### src/design/usl_pkg.sv
`default_nettype none

package usl_pkg;

   // fixed field widths of the request and response words
   localparam int KIND_W   = 3;
   localparam int STATUS_W = 3;
   localparam int POS_W    = 6;
   localparam int COUNT_W  = 7;
   localparam int COORD_W  = 16;

   // operation codes
   typedef enum logic [KIND_W-1:0] {
      KIND_APPEND    = 3'd0,
      KIND_INSERT    = 3'd1,
      KIND_REMOVE_AT = 3'd2,
      KIND_REMOVE    = 3'd3,
      KIND_CLEAR     = 3'd4
   } kind_type;

   // response status codes
   typedef enum logic [STATUS_W-1:0] {
      STATUS_DONE      = 3'd0,
      STATUS_DUPLICATE = 3'd1,
      STATUS_NOT_FOUND = 3'd2,
      STATUS_BAD_INDEX = 3'd3,
      STATUS_FULL      = 3'd4
   } status_type;

   // controller states
   typedef enum logic [1:0] {
      ST_IDLE,
      ST_SEARCH,
      ST_MOVE
   } state_type;

endpackage

`default_nettype wire

### src/design/undirected_segment_list.sv
// Ordered list of undirected segments held in one synchronous RAM.
// Clear, unknown kinds and bad indexes are answered straight from idle; append is a
// linear scan, one entry a cycle; insert and remove add a shift pass to the scan, and
// remove-at is a shift pass alone. One operation at a time; busy is high until
// the response word is issued. Reset (synchronous) empties the list; RAM is not cleared.
`default_nettype none

module undirected_segment_list #(
   parameter int CAPACITY   = 64,
   parameter int COORD_BITS = 16
) (
   input  wire logic                             clock,
   input  wire logic                             reset,
   input  wire logic                             start,
   output logic                                  busy,
   input  wire logic [usl_pkg::KIND_W-1:0]       req_kind,
   input  wire logic signed [usl_pkg::COORD_W-1:0] req_from_x,
   input  wire logic signed [usl_pkg::COORD_W-1:0] req_from_y,
   input  wire logic signed [usl_pkg::COORD_W-1:0] req_to_x,
   input  wire logic signed [usl_pkg::COORD_W-1:0] req_to_y,
   input  wire logic [usl_pkg::POS_W-1:0]        req_position,
   output logic                                  rsp_valid,
   output logic      [usl_pkg::STATUS_W-1:0]     rsp_status,
   output logic      [usl_pkg::COUNT_W-1:0]      rsp_count
);

   localparam int DW   = 4 * COORD_BITS;
   localparam int HW   = 2 * COORD_BITS;
   localparam int AW   = (CAPACITY > 1) ? $clog2(CAPACITY) : 1;
   localparam int CW   = $clog2(CAPACITY + 1);
   localparam int CMPW = (CW > usl_pkg::POS_W) ? CW : usl_pkg::POS_W;

   usl_pkg::state_type  state_ff, state_in;
   usl_pkg::kind_type   kind_ff, kind_in;
   usl_pkg::status_type rsp_status_ff, rsp_status_in, resp_status;
   logic [DW-1:0]       fwd_ff, fwd_in, rev;
   logic [AW-1:0]       pos_ff, pos_in;
   logic [CW-1:0]       count_ff, count_in, count_m1;
   logic [CW-1:0]       scan_ff, scan_in;
   logic [CW-1:0]       left_ff, left_in;
   logic [AW-1:0]       addr_ff, addr_in;
   logic [AW-1:0]       ridx_ff, ridx_in;
   logic [AW-1:0]       wa_ff, wa_in;
   logic                up_ff, up_in;
   logic                rv_ff, rv_in;
   logic                rsp_valid_ff, rsp_valid_in;
   logic [usl_pkg::COUNT_W-1:0] rsp_count_ff, rsp_count_in;
   logic [CW+usl_pkg::COUNT_W-1:0] count_wide;

   logic                accept, match, full, req_bad, resp_fire;
   logic [CMPW-1:0]     pos_ext, count_ext;
   logic [CW-1:0]       pos_cw;

   logic                mem_wr_en, mem_rd_en;
   logic [AW-1:0]       mem_wr_addr, mem_rd_addr;
   logic [DW-1:0]       mem_wr_data, mem_rd_data;

   usl_seg_mem #(
      .DEPTH  (CAPACITY),
      .DATA_W (DW)
   ) u_mem (
      .clock   (clock),
      .wr_en   (mem_wr_en),
      .wr_addr (mem_wr_addr),
      .wr_data (mem_wr_data),
      .rd_en   (mem_rd_en),
      .rd_addr (mem_rd_addr),
      .rd_data (mem_rd_data)
   );

   assign accept    = start && !busy;
   assign busy      = (state_ff != usl_pkg::ST_IDLE);
   // reversed segment: swap the two points
   assign rev       = {fwd_ff[HW-1:0], fwd_ff[DW-1:HW]};
   assign match     = rv_ff && ((mem_rd_data == fwd_ff) || (mem_rd_data == rev));
   assign full      = (count_ff == CW'(CAPACITY));
   assign pos_ext   = CMPW'(req_position);
   assign count_ext = CMPW'(count_ff);
   assign req_bad   = (pos_ext >= count_ext);
   assign pos_cw    = pos_ext[CW-1:0];
   assign count_m1  = count_ff - CW'(1);

   // next state, memory control and response
   always_comb begin
      state_in      = state_ff;
      kind_in       = kind_ff;
      fwd_in        = fwd_ff;
      pos_in        = pos_ff;
      count_in      = count_ff;
      scan_in       = scan_ff;
      left_in       = left_ff;
      addr_in       = addr_ff;
      ridx_in       = ridx_ff;
      wa_in         = wa_ff;
      up_in         = up_ff;
      rv_in         = 1'b0;
      mem_rd_en     = 1'b0;
      mem_rd_addr   = addr_ff;
      mem_wr_en     = 1'b0;
      mem_wr_addr   = wa_ff;
      mem_wr_data   = mem_rd_data;
      resp_fire     = 1'b0;
      resp_status   = usl_pkg::STATUS_DONE;

      unique case (state_ff)
         usl_pkg::ST_IDLE: begin
            if (accept) begin
               kind_in = usl_pkg::kind_type'(req_kind);
               fwd_in  = {req_to_y[COORD_BITS-1:0], req_to_x[COORD_BITS-1:0],
                          req_from_y[COORD_BITS-1:0], req_from_x[COORD_BITS-1:0]};
               pos_in  = pos_ext[AW-1:0];
               scan_in = '0;
               unique case (usl_pkg::kind_type'(req_kind))
                  usl_pkg::KIND_APPEND,
                  usl_pkg::KIND_REMOVE: begin
                     state_in = usl_pkg::ST_SEARCH;
                  end
                  usl_pkg::KIND_INSERT: begin
                     if (req_bad) begin
                        resp_fire   = 1'b1;
                        resp_status = usl_pkg::STATUS_BAD_INDEX;
                     end else begin
                        state_in = usl_pkg::ST_SEARCH;
                     end
                  end
                  usl_pkg::KIND_REMOVE_AT: begin
                     if (req_bad) begin
                        resp_fire   = 1'b1;
                        resp_status = usl_pkg::STATUS_BAD_INDEX;
                     end else begin
                        // pull later entries down over the deleted one
                        state_in = usl_pkg::ST_MOVE;
                        up_in    = 1'b0;
                        addr_in  = pos_ext[AW-1:0] + AW'(1);
                        left_in  = count_m1 - pos_cw;
                     end
                  end
                  usl_pkg::KIND_CLEAR: begin
                     count_in  = '0;
                     resp_fire = 1'b1;
                  end
                  default: begin
                     resp_fire = 1'b1;
                  end
               endcase
            end
         end

         usl_pkg::ST_SEARCH: begin
            // linear scan, one entry read per cycle, compare in the next cycle
            mem_rd_en   = (scan_ff < count_ff);
            mem_rd_addr = scan_ff[AW-1:0];
            if (mem_rd_en) begin
               scan_in = scan_ff + CW'(1);
               rv_in   = 1'b1;
               ridx_in = scan_ff[AW-1:0];
            end
            if (match || !mem_rd_en) begin
               mem_rd_en = 1'b0;
               rv_in     = 1'b0;
               state_in  = usl_pkg::ST_IDLE;
               resp_fire = 1'b1;
               unique case (kind_ff)
                  usl_pkg::KIND_APPEND: begin
                     if (match) begin
                        resp_status = usl_pkg::STATUS_DUPLICATE;
                     end else if (full) begin
                        resp_status = usl_pkg::STATUS_FULL;
                     end else begin
                        mem_wr_en   = 1'b1;
                        mem_wr_addr = count_ff[AW-1:0];
                        mem_wr_data = fwd_ff;
                        count_in    = count_ff + CW'(1);
                     end
                  end
                  usl_pkg::KIND_INSERT: begin
                     if (match) begin
                        resp_status = usl_pkg::STATUS_DUPLICATE;
                     end else if (full) begin
                        resp_status = usl_pkg::STATUS_FULL;
                     end else begin
                        // push entries from the tail up to pos one place up
                        resp_fire = 1'b0;
                        state_in  = usl_pkg::ST_MOVE;
                        up_in     = 1'b1;
                        addr_in   = count_m1[AW-1:0];
                        left_in   = count_ff - CW'(pos_ff);
                     end
                  end
                  usl_pkg::KIND_REMOVE: begin
                     if (!match) begin
                        resp_status = usl_pkg::STATUS_NOT_FOUND;
                     end else begin
                        resp_fire = 1'b0;
                        state_in  = usl_pkg::ST_MOVE;
                        up_in     = 1'b0;
                        addr_in   = ridx_ff + AW'(1);
                        left_in   = count_m1 - CW'(ridx_ff);
                     end
                  end
                  default: begin
                  end
               endcase
            end
         end

         usl_pkg::ST_MOVE: begin
            // read one entry a cycle, write it back one place over next cycle
            mem_rd_en   = (left_ff != '0);
            mem_rd_addr = addr_ff;
            if (mem_rd_en) begin
               left_in = left_ff - CW'(1);
               addr_in = up_ff ? addr_ff - AW'(1) : addr_ff + AW'(1);
               wa_in   = up_ff ? addr_ff + AW'(1) : addr_ff - AW'(1);
               rv_in   = 1'b1;
            end
            if (rv_ff) begin
               mem_wr_en   = 1'b1;
               mem_wr_addr = wa_ff;
               mem_wr_data = mem_rd_data;
            end
            // pass finished: drop the new word into its slot or shorten the list
            if (!mem_rd_en && !rv_ff) begin
               state_in  = usl_pkg::ST_IDLE;
               resp_fire = 1'b1;
               if (up_ff) begin
                  mem_wr_en   = 1'b1;
                  mem_wr_addr = pos_ff;
                  mem_wr_data = fwd_ff;
                  count_in    = count_ff + CW'(1);
               end else begin
                  count_in = count_m1;
               end
            end
         end

         default: begin
            state_in = usl_pkg::ST_IDLE;
         end
      endcase

      count_wide    = {{usl_pkg::COUNT_W{1'b0}}, count_in};
      rsp_valid_in  = resp_fire;
      rsp_status_in = resp_status;
      rsp_count_in  = count_wide[usl_pkg::COUNT_W-1:0];
   end

   // control registers
   always_ff @(posedge clock) begin
      if (reset) begin
         state_ff     <= usl_pkg::ST_IDLE;
         count_ff     <= '0;
         rv_ff        <= 1'b0;
         rsp_valid_ff <= 1'b0;
         scan_ff      <= '0;
         left_ff      <= '0;
      end else begin
         state_ff     <= state_in;
         count_ff     <= count_in;
         rv_ff        <= rv_in;
         rsp_valid_ff <= rsp_valid_in;
         scan_ff      <= scan_in;
         left_ff      <= left_in;
      end
   end

   // payload registers
   always_ff @(posedge clock) begin
      kind_ff       <= kind_in;
      fwd_ff        <= fwd_in;
      pos_ff        <= pos_in;
      addr_ff       <= addr_in;
      ridx_ff       <= ridx_in;
      wa_ff         <= wa_in;
      up_ff         <= up_in;
      rsp_status_ff <= rsp_status_in;
      rsp_count_ff  <= rsp_count_in;
   end

   assign rsp_valid  = rsp_valid_ff;
   assign rsp_status = rsp_status_ff;
   assign rsp_count  = rsp_count_ff;

   // no read left in flight once the controller is idle
   a_idle_no_read: assert property (@(posedge clock) disable iff (reset)
      (state_ff == usl_pkg::ST_IDLE) |-> !rv_ff)
      else $error("read data pending while idle");

   // list never grows past capacity
   a_count_cap: assert property (@(posedge clock) disable iff (reset)
      count_ff <= CW'(CAPACITY))
      else $error("count above capacity");

   // no response word without an operation
   a_no_spurious_rsp: assert property (@(posedge clock) disable iff (reset)
      (state_ff == usl_pkg::ST_IDLE && !start) |=> !rsp_valid_ff)
      else $error("response without operation");

   // a shift never writes the entry it reads in the same cycle
   a_move_no_overlap: assert property (@(posedge clock) disable iff (reset)
      (state_ff == usl_pkg::ST_MOVE && mem_wr_en && mem_rd_en)
         |-> (mem_wr_addr != mem_rd_addr))
      else $error("shift read and write collide");

endmodule

`default_nettype wire

### src/design/usl_seg_mem.sv
`default_nettype none

// segment store: one write port, one read port, registered read data
module usl_seg_mem #(
   parameter int DEPTH  = 64,
   parameter int DATA_W = 64,
   localparam int AW    = (DEPTH > 1) ? $clog2(DEPTH) : 1
) (
   input  wire logic              clock,
   input  wire logic              wr_en,
   input  wire logic [AW-1:0]     wr_addr,
   input  wire logic [DATA_W-1:0] wr_data,
   input  wire logic              rd_en,
   input  wire logic [AW-1:0]     rd_addr,
   output logic      [DATA_W-1:0] rd_data
);

   logic [DATA_W-1:0] mem [DEPTH];
   logic [DATA_W-1:0] rd_data_ff;

   // write port
   always_ff @(posedge clock) begin
      if (wr_en) begin
         mem[wr_addr] <= wr_data;
      end
   end

   // read port, registered read data
   always_ff @(posedge clock) begin
      if (rd_en) begin
         rd_data_ff <= mem[rd_addr];
      end
   end

   assign rd_data = rd_data_ff;

endmodule

`default_nettype wire

### config.mk
export PLATFORM = sky130hd
export DESIGN_NAME = undirected_segment_list
export DESIGN_NICKNAME = d
export VERILOG_FILES = /design/src/design/usl_pkg.sv /design/src/design/undirected_segment_list.sv /design/src/design/usl_seg_mem.sv
export SDC_FILE = /design/constraint.sdc
export NUM_CORES = 2
export LEC_CHECK = 0
export BUFFER_PORTS_ARGS = -buffer_cell sky130_fd_sc_hd__buf_2
export CAP_MARGIN = 5
export CORE_ASPECT_RATIO = 0.7
export CORE_UTILIZATION = 40
export CTS_BUF_LIST = sky130_fd_sc_hd__clkbuf_4 sky130_fd_sc_hd__clkbuf_8
export CTS_CLUSTER_DIAMETER = 100
export CTS_CLUSTER_SIZE = 12
export DETAILED_ROUTE_END_ITERATION = 10
export SLEW_MARGIN = 20
export SYNTH_ARGS = -nofsm -noshare
export SYNTH_HDL_FRONTEND = slang
export SYNTH_SLANG_ARGS = --single-unit
### constraint.sdc
create_clock -name clock -period 9.7 [get_ports clock]
set_input_delay 1.94 -clock clock [delete_from_list [all_inputs] [get_ports clock]]
set_output_delay 1.94 -clock clock [all_outputs]
set_load 0.1 [all_outputs]
# == Word-level counts from Yosys, hierarchy flattened ==
# Memories as Yosys holds them, arrays and structs flattened. A register that Yosys moved wholly into a read port is not among the register bits.
# Index checks and enable logic that the tools add are counted.
# word_totals
register_bits,127
ramBits,4096
in_bits,76
output_inout_bits,12
elab_cells,184
memories,1
# classes
add_sub_neg,11
order_cmp,2
eq_ne,25
muxes,104
n_reduce_logical,26
# mem_list
name,words,word_bits,rd,rd_clocked_by_memory_dff,write_ports,line_no,source
u_mem.mem,64,64,1,1,1,usl_seg_mem.sv:18,logic [DATA_W-1:0] mem [DEPTH];
# ops
operator,count
64-bit 2-to-1 mux,6
64-bit == test,2
64-bit one-hot mux with 2 select lines,1
7-bit 2-to-1 mux,18
6-bit 2-to-1 mux,17
7-bit one-hot mux with 3 select lines,2
7-bit one-hot mux with 2 select lines,2
1-bit 2-to-1 mux,27
2-bit 2-to-1 mux,12
6-bit one-hot mux with 2 select lines,2
7-bit by 6-bit subtractor with 7-bit output,3
"6-bit by 1-bit adder with 6-bit output, second input constant",3
6-bit one-hot mux with 3 select lines,1
"3-bit inequality test, second input constant",5
"7-bit by 1-bit adder with 7-bit output, second input constant",2
1-bit one-hot mux with 2 select lines,7
"7-bit by 1-bit subtractor with 7-bit output, second input constant",2
"2-bit inequality test, second input constant",6
2-bit one-hot mux with 3 select lines,2
3-bit one-hot mux with 2 select lines,2
10-bit AND reduction,1
"3-bit by 2-bit == test with 1-bit output, second input constant",3
3-bit 2-to-1 mux,3
9-bit AND reduction,1
25 further kinds,38

# == Depth between registers and ports, before layout ==
# logic_depth
word_depth,9
depth_mapped,14

# == Hierarchy ==
# A second synthesis with hierarchy kept.
# unflattened
hier_cells,7711
area_unflattened_um2,166646.1
# by_module_without_submodules
mod,instances,cells_per_inst,area_per_inst_um2,seq_area_each_um2
usl_seg_mem,1,6812,157528.6,124919.8
undirected_segment_list,1,899,9117.5,3463.3

# == Worst setup path before layout ==
# OpenSTA, ideal clock, no wires.
# synth_path
path_kind,register to register
startpoint,"reg count_ff[4], in the netlist count_ext[4]"
endpoint,mem u_mem.mem[20][0] (enable)
setup_time_ns,0.667
arrival_time_ns,9.202
required_time_ns,9.033
slack_ns,-0.169
path_stages_with_launch,13
n_path_buf,2
period_less_slack_ns,9.869
cell_sequence,dfxtp_1 -> clkbuf_1 -> inv_1 -> ha_1 -> o21ai_0 -> nand2b_1 -> a21oi_1 -> nor3b_2 -> nand3_1 -> nand2b_1 -> mux2_2 -> clkbuf_1 -> nor4b_1
# synth_between
elab_chain_cells,8
elab_cells_between_ends,16
classes_between,order compare (1); eq/ne (1); mux (12); reduce/logical (2)
# synth_rtl
item,line_no,source
from (decl),undirected_segment_list.sv:38,"logic [CW-1:0] count_ff, count_in, count_m1;"
from (signal assigned),undirected_segment_list.sv:259,count_ff <= count_in;
branches (longest 8 deep; another with 7-bit less-than comparator),-,
to (decl),usl_seg_mem.sv:18,
# Several ways; the timed one is not identified.

# == Worst setup path after layout ==
# layout_path
startpoint,reg fwd_ff[5]
endpoint,mem u_mem.mem[17][39] (enable)
# layout_between
elab_chain_cells,9
elab_cells_between_ends,15
classes_between,eq/ne (2); mux (10); reduce/logical (3)
# layout_rtl
item,line_no,source
from (decl),undirected_segment_list.sv:36,"logic [DW-1:0] fwd_ff, fwd_in, rev;"
from (signal assigned),undirected_segment_list.sv:270,fwd_ff <= fwd_in;
64-bit == test,undirected_segment_list.sv:75,assign match = rv_ff && ((mem_rd_data == fwd_ff) || (mem_rd_data == rev));
1-bit logical OR *,undirected_segment_list.sv:75,
1-bit logical AND *,undirected_segment_list.sv:75,
1-bit 2-to-1 mux,undirected_segment_list.sv:165,if (match) begin
1-bit 2-to-1 mux,undirected_segment_list.sv:163,unique case (kind_ff)
1-bit 2-to-1 mux,undirected_segment_list.sv:158,if (match || !mem_rd_en) begin
1-bit one-hot mux with 2 select lines,undirected_segment_list.sv:105,unique case (state_ff)
1-bit 2-to-1 mux,usl_seg_mem.sv:23,if (wr_en) begin
1-bit 2-to-1 mux (not written as such),usl_seg_mem.sv:24,mem[wr_addr] <= wr_data;
# Mark *: on every way between the ends. The rest lies on a longest branch, timed or not.

==> flow_metrics.py <==
metrics = {
    "status": {
        "status": "complete, no violations",
    },
    "power_and_ir_drop": {
        "p_leak_nw": 55.2,
        "p_per_area_nw_per_um2": 301,
        "ir_drop_mv": 0.251,
    },
    "placed_design": {
        "io_buffers": 87,
        "post-place-ws_ns": 3.23,
        "hpwl_um": 293000,
        "placed_cell_area_um2": 177000,
        "gp_congestion": 0.887,
    },
    "yosys": {
        "synth_cells": 8108,
        "synth_edf_count": 4252,
        "yosysWarnings": 0,
        "syn-cell-area_um2": 168000,
        "synth.net_count": 8229,
        "yosys.area.top_type": "edfxtp_1",
        "synth_ff_type": "edfxtp_1",
        "avgSynthCellArea_um2": 20.7,
        "ys_async_sr_fraction_pct": 0,
        "synth_cell_type_count": 82,
        "synth-seq-cells": 4287,
        "netlist.area_leader.share_pct": 76.1,
        "yosysSeqAreaShare_pct": 76.5,
        "netlist_top_cells_area": "edfxtp_1 76%, mux4_2 14%, a211oi_1 1.5%",
    },
    "setup_path": {
        "crit_chain": "xnor2_1 > nand4_1 > nor4_1 > nand4_1 > a21oi_4 > a211o_4 > a22o_1 > nand4_1 > nor2_4 > buf_4",
        "crit_arrival_ns": 7.30,
        "worst_setup_path_end_kind": "flop",
        "crit_required_ns": 10.34,
        "max_stage_delay_ns": 0.95,
        "critPathKind": "flop to flop",
        "cp_common_cell": "nand4_1",
        "worstSetupStartpointType": "flop",
        "crit_slowest_cell": "nor2_4",
        "crit_fanout": 43,
    },
    "die": {
        "die_w_um": 776,
        "die_h_um": 544,
        "fp.dieArea_um2": 422000,
        "start_util_pct": 40.3,
        "io_pins": 88,
        "core_um2": 417000,
        "placementRows": 198,
    },
    "drt": {
        "ant_nets": 0,
        "routed_wl_um": 499000,
        "via_per_inst": 6.12,
        "drc": 0,
        "first_pass_iters": 6,
        "wl_per_cell_um": 35.4,
        "drt_iter0_markers": 12500,
        "dr_total_vias": 86400,
    },
    "global_routing": {
        "grt_util_met2_pct": 33.7,
        "gr-total-overflow": 0,
        "grt.busiest_layer": "met1",
        "grt_start_max_net_pins": 113,
        "grt_use_total_pct": 23.2,
        "grt_pass1_vias": 84000,
        "use_met1_pct": 34.6,
        "grt_pass1_wl_um": 688000,
        "antenna_found_initial": 50,
        "groute.layer.met3.usage_pct": 5.31,
    },
    "sta": {
        "hold_viol": 0,
        "worstMarginPinSlew_ns": 1.22,
        "finalWorstSetupSlack_ns": 3.04,
        "setup_tns_ns": 0,
        "rsz0062_at_grt": "no",
        "timing.final.crit_share_pct": 68.6,
        "finalSetupViolCount": 0,
        "maxSlewViolCount": 0,
        "slew_headroom_pct": 18.2,
        "whs_ns": 0.504,
        "finalClockSkew_ns": 0.113,
        "min_period_ns": 6.66,
        "max_freq_mhz": 150,
    },
    "clock_tree": {
        "cts_resized": 0,
        "cts_max_path_buffers": 4,
        "cts.clk_slew.worst_paths_ns": 0.10,
        "cts_tree": "done",
        "cts_root_buffer": "clkbuf_8",
        "cts_sinks": 4287,
        "cts_hold_buf": 0,
        "ctsHtreeMaxLevel": 5,
        "cts_made_buffers": 399,
        "cts_setup_buffers": 0,
        "clock_latency_ns": 1.12,
    },
    "cells_and_area": {
        "final_cell_mix": "4,252 x edfxtp_1, 1,024 x mux4_2, 562 x nand2_1",
        "area_delta_synth_final_pct": 9.01,
        "drive_above_1_share_pct": 23.4,
        "post-route-util_pct": 43.9,
        "fin_nets": 8494,
        "finalInstanceArea_um2": 183000,
        "final_common_cell": "edfxtp_1",
    },
    "worst_hold_path": {
        "hold_path_class": "flop to flop",
    },
    "job": {
        "cap_violations": 0,
    },
}
-- area by class of cell --
cell class                 count  area [um^2]
fill                       35500       234000
clock inverter                15          171
timing repair buffer         349         2980
tap                         5600         7010
inverter                      48          183
clock buffer                 428         5760
multi-input combinational   3288        38200
sequential                  4287       128000
antenna                      109          273
-- kinds of logic after synthesis --
logic type	Yosys count	share of synthesized area [%]
simple gates	1089	3.11
xor+xnor	177	0.924
flops	4287	76.5
compound gates	936	4.01
fa+ha+maj	45	0.349
mux	1041	13.8
buf+inv	533	1.28
-- state kept, by name, indices dropped and copies added, names as in the netlist --
| signal | flops |
|---|---|
| rsp_valid | 1 |
| rsp_count | 7 |
| rsp_status | 3 |
| u_mem.rd_data | 64 |
| state_ff | 2 |
| left_ff | 7 |
| up_ff | 1 |
| u_mem.mem | 4096 |
| fwd_ff | 64 |
| pos_ff | 6 |
| rv_ff | 1 |
| ridx_ff | 6 |
| wa_ff | 6 |
| count_ext | 7 |
| scan_ff | 7 |
| kind_ff | 3 |
| addr_ff | 6 |
-- final timing paths --
kind              startpoint           endpoint  slack [ns]  depth (start not counted)
hold reg to reg   left_ff[1]         left_ff[1]        0.50                          2
setup reg to reg   fwd_ff[5]  u_mem.mem[17][39]        3.04                         10
setup / recovery   fwd_ff[5]  u_mem.mem[17][39]        3.04                         10
hold / removal    left_ff[1]         left_ff[1]        0.50                          2
-- per-stage QoR --
| step | std cells | total power (W) |
|---|---|---|
| 4_1_cts | 14000 | 0.0552 |
| 6_report | 14100 | 0.0550 |
| 3_3_place_gp | 13600 | 0.0453 |
| 2_1_floorplan | 8108 | 0.0361 |
| 5_1_grt | 14100 | 0.0568 |
| 3_5_place_dp | 13600 | 0.0455 |
-- critical path, delay by kind of cell, from the launching register on --
kind                      cells  cell delay (ns)
and+or+nand+nor               5             2.85
DFF                           1             0.45
buffers and inverters         1             0.90
xor gates and xnor gates      1             0.35
AOI/OAI and AO/OA             3             1.53
-- synthesized netlist by cell type (5+ instances only) --
cell / count
a21o_1: 16
mux2i_1: 12
nor4_1: 17
and2_1: 258
a221oi_1: 6
nand3_1: 17
edfxtp_1: 4252
nor3_1: 13
nand2b_1: 16
a31oi_1: 133
o21ai_0: 23
inv_1: 47
buf_1: 32
and3_1: 7
dfxtp_1: 35
nor2b_1: 17
o21bai_1: 6
nor2_1: 97
nand3b_1: 7
a311oi_1: 128
nand2_1: 562
o31ai_1: 6
mux2_2: 5
clkbuf_1: 337
a22o_1: 65
buf_2: 115
xor2_1: 13
o21ai_1: 5
xnor2_1: 164
mux4_2: 1024
or3_1: 6
a21oi_1: 171
a211o_1: 6
a32oi_1: 6
nor4b_1: 5
ha_1: 42
a211oi_1: 328
nand4_1: 41
-- where the power goes --
| part | internal (W) | switching (W) |
|---|---|---|
| logic | 0.00679 | 0.0149 |
| clock network | 0.00390 | 0.00593 |
| registers | 0.0232 | 0.000220 |
| total | 0.0339 | 0.0211 |
-- metal layers --
layer	part of all wire [%]	routed length, um
met5	0.012	58
met4	3.6	17900
met1	42	209000
met2	44	219000
met3	11	53600
Note: power is estimated with default switching activity, not from simulation.
